==> src/hdl/ffha_pkg.sv <==
// ----------------------------------------------------------------------------
// ffha_pkg
// Shared codes and controller/datapath interface types of the first-fit
// heap allocator.
// ----------------------------------------------------------------------------
`timescale 1ns / 1ps
`default_nettype none

package ffha_pkg;

	// action codes of an input item
	localparam logic [1:0] ACT_ALLOC  = 2'd0;
	localparam logic [1:0] ACT_FREE   = 2'd1;
	localparam logic [1:0] ACT_RESIZE = 2'd2;

	// result status codes
	typedef enum logic [1:0] {
		ST_OK      = 2'd0,
		ST_NULL    = 2'd1,
		ST_UNKNOWN = 2'd2
	} status_t;

	// source of the result offset
	typedef enum logic [1:0] {
		RES_ZERO = 2'd0,
		RES_PTR  = 2'd1,
		RES_TAKE = 2'd2
	} res_sel_t;

	// datapath operations, one per cycle
	typedef enum logic [3:0] {
		OP_NONE,
		OP_LOAD,
		OP_WALK_INIT,
		OP_READ_WALK,
		OP_STEP,
		OP_LATCH_CUR,
		OP_LATCH_TAKE,
		OP_READ_NEXT,
		OP_CLEAR_NEXT,
		OP_LATCH_NEXT,
		OP_WRITE_MERGE,
		OP_WRITE_TAKE,
		OP_WRITE_SPLIT,
		OP_FINISH
	} dp_op_t;

	// command from controller to datapath
	typedef struct packed {
		dp_op_t   op;
		status_t  st;
		res_sel_t sel;
		logic     copy;
	} cmd_t;

	// status from datapath to controller
	typedef struct packed {
		logic [1:0] act;
		logic       req_zero;
		logic       ptr_zero;
		logic       at_end;
		logic       hit;
		logic       rd_free;
		logic       fits;
		logic       keep;
		logic       split;
		logic       next_end;
	} dp_flags_t;

endpackage

`default_nettype wire

==> src/hdl/ffha_ctrl.sv <==
// ----------------------------------------------------------------------------
// ffha_ctrl
// Controller: sequences lookup, first-fit search, split, release with
// merge, and the output handshake.
// ----------------------------------------------------------------------------
`timescale 1ns / 1ps
`default_nettype none

module ffha_ctrl (
	input  wire logic                clk,
	input  wire logic                arst_n,
	input  wire logic                in_valid,
	output logic                     in_stall,
	output logic                     out_valid,
	input  wire logic                out_stall,
	input  wire ffha_pkg::dp_flags_t flags,
	output ffha_pkg::cmd_t           cmd
);

	typedef enum logic [3:0] {
		S_IDLE,
		S_DECIDE,
		S_FIND_INIT,
		S_FIND_RD,
		S_FIND_EV,
		S_TAKE_INIT,
		S_TAKE_RD,
		S_TAKE_EV,
		S_TAKE_WR,
		S_SPLIT_WR,
		S_REL_NRD,
		S_REL_NEV,
		S_REL_WR,
		S_DONE
	} state_t;

	typedef enum logic [1:0] {
		PH_ALLOC,
		PH_FREE,
		PH_RESIZE,
		PH_REFIND
	} phase_t;

	state_t             state_q;
	phase_t             phase_q;
	ffha_pkg::status_t  fin_st_q;
	ffha_pkg::res_sel_t fin_sel_q;
	logic               fin_copy_q;
	logic               out_valid_q;
	logic               slot_free;

	assign slot_free = !out_valid_q || !out_stall;
	assign in_stall  = (state_q != S_IDLE);
	assign out_valid = out_valid_q;

	// datapath command for the current state
	always_comb begin
		cmd.op   = ffha_pkg::OP_NONE;
		cmd.st   = fin_st_q;
		cmd.sel  = fin_sel_q;
		cmd.copy = fin_copy_q;
		unique case (state_q)
			S_IDLE:      if (in_valid) cmd.op = ffha_pkg::OP_LOAD;
			S_DECIDE:    cmd.op = ffha_pkg::OP_NONE;
			S_FIND_INIT: cmd.op = ffha_pkg::OP_WALK_INIT;
			S_TAKE_INIT: cmd.op = ffha_pkg::OP_WALK_INIT;
			S_FIND_RD:   if (!flags.at_end) cmd.op = ffha_pkg::OP_READ_WALK;
			S_TAKE_RD:   if (!flags.at_end) cmd.op = ffha_pkg::OP_READ_WALK;
			S_FIND_EV: begin
				if (!flags.hit) begin
					cmd.op = ffha_pkg::OP_STEP;
				end else if (!flags.rd_free) begin
					cmd.op = ffha_pkg::OP_LATCH_CUR;
				end
			end
			S_TAKE_EV:   cmd.op = flags.fits ? ffha_pkg::OP_LATCH_TAKE : ffha_pkg::OP_STEP;
			S_TAKE_WR:   cmd.op = ffha_pkg::OP_WRITE_TAKE;
			S_SPLIT_WR:  cmd.op = ffha_pkg::OP_WRITE_SPLIT;
			S_REL_NRD:   cmd.op = flags.next_end ? ffha_pkg::OP_CLEAR_NEXT
				: ffha_pkg::OP_READ_NEXT;
			S_REL_NEV:   cmd.op = ffha_pkg::OP_LATCH_NEXT;
			S_REL_WR:    cmd.op = ffha_pkg::OP_WRITE_MERGE;
			S_DONE:      if (slot_free) cmd.op = ffha_pkg::OP_FINISH;
			default:     cmd.op = ffha_pkg::OP_NONE;
		endcase
	end

	// state, phase, pending result and output valid
	always_ff @(posedge clk or negedge arst_n) begin
		if (!arst_n) begin
			state_q     <= S_IDLE;
			phase_q     <= PH_ALLOC;
			fin_st_q    <= ffha_pkg::ST_OK;
			fin_sel_q   <= ffha_pkg::RES_ZERO;
			fin_copy_q  <= 1'b0;
			out_valid_q <= 1'b0;
		end else begin
			unique case (state_q)
				S_IDLE: begin
					if (in_valid) state_q <= S_DECIDE;
				end
				S_DECIDE: begin
					fin_st_q   <= ffha_pkg::ST_OK;
					fin_sel_q  <= ffha_pkg::RES_ZERO;
					fin_copy_q <= 1'b0;
					if (flags.act == ffha_pkg::ACT_ALLOC
						|| (flags.act == ffha_pkg::ACT_RESIZE && flags.ptr_zero)) begin
						if (flags.req_zero) begin
							fin_st_q <= ffha_pkg::ST_NULL;
							state_q  <= S_DONE;
						end else begin
							phase_q <= PH_ALLOC;
							state_q <= S_TAKE_INIT;
						end
					end else if (flags.act == ffha_pkg::ACT_FREE) begin
						if (flags.ptr_zero) begin
							state_q <= S_DONE;
						end else begin
							phase_q <= PH_FREE;
							state_q <= S_FIND_INIT;
						end
					end else if (flags.act == ffha_pkg::ACT_RESIZE) begin
						phase_q <= PH_RESIZE;
						state_q <= S_FIND_INIT;
					end else begin
						state_q <= S_DONE;
					end
				end
				S_FIND_INIT: state_q <= S_FIND_RD;
				S_FIND_RD: begin
					if (flags.at_end) begin
						if (phase_q != PH_REFIND) fin_st_q <= ffha_pkg::ST_UNKNOWN;
						state_q <= S_DONE;
					end else begin
						state_q <= S_FIND_EV;
					end
				end
				S_FIND_EV: begin
					if (!flags.hit) begin
						state_q <= S_FIND_RD;
					end else if (flags.rd_free) begin
						// pointer names a free block
						if (phase_q != PH_REFIND) fin_st_q <= ffha_pkg::ST_UNKNOWN;
						state_q <= S_DONE;
					end else if (phase_q == PH_RESIZE) begin
						if (flags.req_zero) begin
							fin_st_q <= ffha_pkg::ST_NULL;
							state_q  <= S_REL_NRD;
						end else if (flags.keep) begin
							fin_sel_q <= ffha_pkg::RES_PTR;
							state_q   <= S_DONE;
						end else begin
							state_q <= S_TAKE_INIT;
						end
					end else begin
						state_q <= S_REL_NRD;
					end
				end
				S_TAKE_INIT: state_q <= S_TAKE_RD;
				S_TAKE_RD: begin
					if (flags.at_end) begin
						fin_st_q <= ffha_pkg::ST_NULL;
						state_q  <= S_DONE;
					end else begin
						state_q <= S_TAKE_EV;
					end
				end
				S_TAKE_EV: state_q <= flags.fits ? S_TAKE_WR : S_TAKE_RD;
				S_TAKE_WR, S_SPLIT_WR: begin
					if (state_q == S_TAKE_WR && flags.split) begin
						state_q <= S_SPLIT_WR;
					end else begin
						fin_sel_q <= ffha_pkg::RES_TAKE;
						if (phase_q == PH_RESIZE) begin
							// moving resize: look up the old block again and release it
							fin_copy_q <= 1'b1;
							phase_q    <= PH_REFIND;
							state_q    <= S_FIND_INIT;
						end else begin
							state_q <= S_DONE;
						end
					end
				end
				S_REL_NRD: state_q <= flags.next_end ? S_REL_WR : S_REL_NEV;
				S_REL_NEV: state_q <= S_REL_WR;
				S_REL_WR:  state_q <= S_DONE;
				S_DONE: begin
					if (slot_free) state_q <= S_IDLE;
				end
				default: state_q <= S_IDLE;
			endcase
			// output valid rises with a new result and drops once the result is taken
			if (state_q == S_DONE && slot_free) begin
				out_valid_q <= 1'b1;
			end else if (!out_stall) begin
				out_valid_q <= 1'b0;
			end
		end
	end

endmodule

`default_nettype wire

==> config.mk <==
export PLATFORM = sky130hd
export DESIGN_NAME = ffha_ctrl
export DESIGN_NICKNAME = d
export VERILOG_FILES = /design/src/hdl/ffha_pkg.sv /design/src/hdl/ffha_ctrl.sv
export SDC_FILE = /design/constraint.sdc
export NUM_CORES = 1
export LEC_CHECK = 0
export BUFFER_PORTS_ARGS = -buffer_cell sky130_fd_sc_hd__buf_2
export CAP_MARGIN = 20
export CORE_AREA = 2 2 58 60
export DETAILED_ROUTE_END_ITERATION = 7
export DIE_AREA = 0 0 60 62
export GPL_TIMING_DRIVEN = 0
export PLACE_DENSITY_LB_ADDON = 0.3
export SYNTH_ARGS = -nofsm -noshare
export SYNTH_HDL_FRONTEND = slang
export SYNTH_SLANG_ARGS = --single-unit
==> constraint.sdc <==
create_clock -name clk -period 2.1 [get_ports clk]
set_input_delay 0.105 -clock clk [delete_from_list [all_inputs] [get_ports clk]]
set_output_delay 0.105 -clock clk [all_outputs]
set_load 0.01 [all_outputs]
Word level (Yosys, flattened, before mapping)
Index checks and enable logic that the tools add are counted.
Operators by class
  reductions and logical operators: 21
  bitwise operators: 0
  shifts and indexed selects: 0
  equality and inequality tests: 34
  order comparisons: 0
  add/sub/neg operators: 0
  div/mod/pow operators: 0
  $mul: 0
  multiplexer cells: 57
Operators with widths (count)
  $mux W4: 19
  $pmux W4 S13: 1
  $mux W2: 22
  $pmux W4 S11: 1
  $eq A4 B4 Y1 const B: 6
  $ne A2 B2 Y1 const B: 12
  $eq A4 B3 Y1 const B: 4
  $reduce_and A6 Y1: 2
  $mux W3: 3
  $ne A3 B3 Y1 const B: 3
  $eq A4 B2 Y1 const B: 2
  $ne A4 B4 Y1 const B: 2
  $pmux W2 S4: 1
  $reduce_bool A4 Y1: 2
  $mux W1: 7
  $reduce_and A7 Y1: 1
  $pmux W2 S3: 1
  $reduce_or A2 Y1: 3
  $eq A2 B2 Y1 const B: 2
  $eq A4 B1 Y1 const B: 1
  $logic_not A4 Y1: 1
  $pmux W2 S2: 1
  $logic_and A1 B1 Y1: 3
  $reduce_and A3 Y1: 1
  9 further kinds: 11
Storage, ports and cells
  memory bits (read-only): 0
  memories kept: 0
  register bits: 12
  bits in writable memories: 0
  input bits: 15
  latch bits: 0
  word-level logic and storage cells: 118
  output and inout port bits: 11

Depth between registers and ports, before layout
  depth after elaboration: 6
  depth in mapped cells: 6
  mapped depth without buffers: 4

Worst setup path after synthesis
Ideal clock, no wire load.
  path kind: reg-to-reg
  start: register state_q[3]
  end: register phase_q[0]
  period minus slack after synthesis: 1702 ps
  arrival time: 1575 ps
  stages on the path, launching flop included: 6
  slack: 398 ps
  data required time: 1972 ps
  buffers on the path: 1
  cell sequence: dfrtp_1 -> buf_2 -> nor4b_2 -> o21ai_1 -> o22ai_1 -> mux2_1
On the way
  cells in the longest elaborated chain, start to end: 4
Ends and longest elaborated chain
  start, declared: line ffha_ctrl.sv:44  | state_t state_q;
  start signal, assigned: line ffha_ctrl.sv:168  | S_TAKE_EV: state_q <= flags.fits ? S_TAKE_WR : S_TAKE_RD;
  $eq A4 B4 Y1 (on tied branches): line ffha_ctrl.sv:98, ffha_ctrl.sv:170
  $reduce_or A2 Y1 / $logic_and A1 B1 Y1 (equally long branches): line ffha_ctrl.sv:98, ffha_ctrl.sv:170
  $ne A2 B2 Y1 (no source line) / $reduce_bool A2 Y1 (equally long branches)
  $reduce_and A6 Y1 (no source line)
  end signal, assigned: line ffha_ctrl.sv:92  | phase_q <= PH_ALLOC;
  end signal, assigned: line ffha_ctrl.sv:112  | phase_q <= PH_ALLOC;
  end signal, assigned: line ffha_ctrl.sv:177  | phase_q <= PH_REFIND;
  end, declared: line ffha_ctrl.sv:45  | phase_t phase_q;
Parallel ways exist; a longest one is shown, timed or not.
A chain may end at the register's enable or synchronous reset.

==> impl_metrics.json <==
{
  "die-width_um": 60,
  "r2r-end": "phase_q[1]",
  "remaining_drc_errors": 0,
  "core.rowCount": 21,
  "place.detailed.hpwl_um": 2860,
  "die_height_um": 62,
  "tightest_slew_ps": 524,
  "fillers": 340,
  "clock-sinks": 12,
  "htreeDepth": 1,
  "syn_avg_cell_area_sq_um": 8.08,
  "synth_edf_count": 0,
  "grt_pass1_vias": 1248,
  "pin_count": 26,
  "core_area_sq_um": 3180,
  "drtIter0Drc": 76,
  "ir_drop_mv": 0.817,
  "yosysWarnings": 0,
  "arrival_ps": 1900,
  "grt_max_degree": 13,
  "finalSetupViolCount": 0,
  "yosysTopAreaCellShare": 0.255,
  "nNetsFinal": 192,
  "first_pass_iters": 4,
  "synth_ff_type": "dfrtp_1",
  "synth.distinct_cells": 51,
  "synth_top_area_cell": "dfrtp_1",
  "routedWlPerCell_um": 16.9,
  "holdPathEnd": "out_valid",
  "async_flop_share": 1.00,
  "reg2reg_depth": 5,
  "min_from": "out_stall",
  "reg2reg_from": "state_q[3]",
  "max_freq_ghz": 0.498,
  "hp-class": "primary input to flip-flop",
  "maxCapViolCount": 0,
  "worstSetupPathType": "flip-flop to primary output",
  "vias": 1320,
  "dieArea_sq_um": 3720,
  "track_usage": 0.215,
  "p_leak_nw": 0.604,
  "clk_latency_ps": 280,
  "antenna_found_initial": 0,
  "p_per_area_nw_per_um2": 1580,
  "gp_congestion": 0.947,
  "rrSetupSlack_ps": 130,
  "clk_pin_slew_ps": 90,
  "max_slew_margin": 0.650,
  "numPortBuffers": 25,
  "postLayoutCoreUtil": 0.448,
  "syn_nets": 161,
  "wl_um": 3740,
  "finalMaxSlewViolations": 0,
  "rsz0062_at_grt": "false",
  "syn_inst": 146,
  "hold_viol": 0,
  "viasPerCell": 5.95,
  "diodes": 0,
  "synth.area.top_cells": "dfrtp_1 25%, nor2b_1 4.8%, nand2_1 3.8%",
  "cp-startpoint": "state_q[2]",
  "drive_gt1_frac": 0.284,
  "post_cts_buffers": 0,
  "syn_area_sq_um": 1180,
  "clk_path_buf_depth": 2,
  "numCtsBuffers": 3,
  "grt_pass1_wl_um": 5910,
  "clock_skew_ps": 4.15,
  "layout_worst_path_cycle_share": 0.956,
  "status": "complete, no violations",
  "ctsRootBufferMaster": "clkbuf_4",
  "endpoint_kind": "primary output",
  "syn2layout_area_growth_pct": 20.8,
  "overflow": 0,
  "synth_seq_cells": 12,
  "finalSetupTns_ps": 0,
  "hold-path-cell-count": 3,
  "final_antenna_net_count": 0,
  "required_ps": 2000,
  "start_util": 0.371,
  "synth_commonest_cells": "12 x dfrtp_1, 12 x nand2_1, 9 x nor2_1, 9 x nor2b_1",
  "synth-seq-area-share": 0.255,
  "cts_tree": "built",
  "worstSetupStartpointType": "flip-flop",
  "crit_path_max_fanout": 10,
  "timing.final.crit_period_ps": 2010
}
## cell type report
| type | count | area [sq um] | share of cell area |
|---|---|---|---|
| Buffer | 10 | 72.6 | 0.0509 |
| Clock buffer | 4 | 36.3 | 0.0255 |
| Inverter | 9 | 33.8 | 0.0237 |
| Multi-Input combinational cell | 115 | 790 | 0.554 |
| Sequential cell | 12 | 300 | 0.211 |
| Tap cell | 46 | 57.6 | 0.0404 |
| Timing Repair Buffer | 26 | 135 | 0.0948 |
## placed cells by master (no fill, tap or decap), types with 2 or more instances in the layout
| cell | instances |
|---|---|
| o22ai_1 | 5 |
| and2_1 | 2 |
| a32o_1 | 3 |
| o21ai_0 | 8 |
| o21ai_1 | 5 |
| a21o_1 | 2 |
| inv_2 | 2 |
| nand2_1 | 12 |
| nand4_1 | 2 |
| nor2_1 | 9 |
| clkbuf_4 | 6 |
| o211ai_1 | 2 |
| or3b_1 | 2 |
| inv_1 | 7 |
| mux2_1 | 3 |
| nand3_1 | 3 |
| o21bai_1 | 3 |
| a21oi_1 | 8 |
| a31oi_1 | 3 |
| nor2b_1 | 9 |
| buf_2 | 26 |
| dfrtp_1 | 12 |
| buf_4 | 6 |
| a22oi_1 | 3 |
| a221oi_1 | 2 |
| a32oi_1 | 4 |
## report_power, final
part	total, mW	internal [mW]	switching (mW)
combinational	1.61	0.668	0.947
sequential	0.437	0.342	0.0946
clock	0.197	0.106	0.0914
total	2.25	1.12	1.13
## worst max-delay path, stage by stage, from the launching register on
cell      delay (ps)
dfrtp_1          380
clkbuf_4         190
clkbuf_4         210
clkbuf_4         200
nand3_1           80
o21ai_0           80
a311o_1          340
buf_2            140
## metrics by stage
step	instance area, sq um	hold slack, ps	cells	setup WS (ps)	total power, mW
CTS	1410	119	222	34.8	2.20
global route	1430	160	222	8.41	2.42
detailed placement	1360	8.60	217	131	1.99
finish	1430	137	222	92.4	2.25
global placement	1360	-6.53	217	123	1.98
floorplan	1180	-191	146	398	1.55
## cell families after synthesis
kind of cell | after synthesis | synth area share
AO/OA/AOI/OAI | 59 | 0.364
buffers and inverters | 19 | 0.0764
flip-flops | 12 | 0.255
AND/OR/NAND/NOR | 50 | 0.252
multiplexers | 4 | 0.0382
XOR/XNOR | 2 | 0.0148
## timing repair
| item | 4_1_cts | 5_1_grt |
|---|---|---|
| endpoints found under the setup margin | 1 | 3 |
| endpoints found under the hold margin | 12 | 0 |
| hold buffers | 1 | 0 |
| resized for setup | 2 | 7 |
## registers in the layout (all words and copies together) (netlist names)
name and count:
state_q 4, fin_st_q 2, fin_copy_q 1, phase_q 2
fin_sel_q 2, out_valid 1
## worst max-delay path by stage
stage / to / slack, ps / depth (start not counted)
after global routing: cmd[5] / 8 / 7
final: cmd[5] / 90 / 7
after CTS: cmd[5] / 30 / 6
after detailed placement: phase_q[1] / 130 / 5
after global placement: cmd[5] / 120 / 6
after floorplan: phase_q[0] / 400 / 5
## per-layer routing
metal,vias up,part of all wire,global-route usage
met3,8,0.069,0.0269
met4,0,0.026,0.0984
li1,621,-,-
met2,64,0.46,0.366
met1,627,0.45,0.274
met5,-,0,0
No activity file was read; power rests on OpenSTA's default activity.
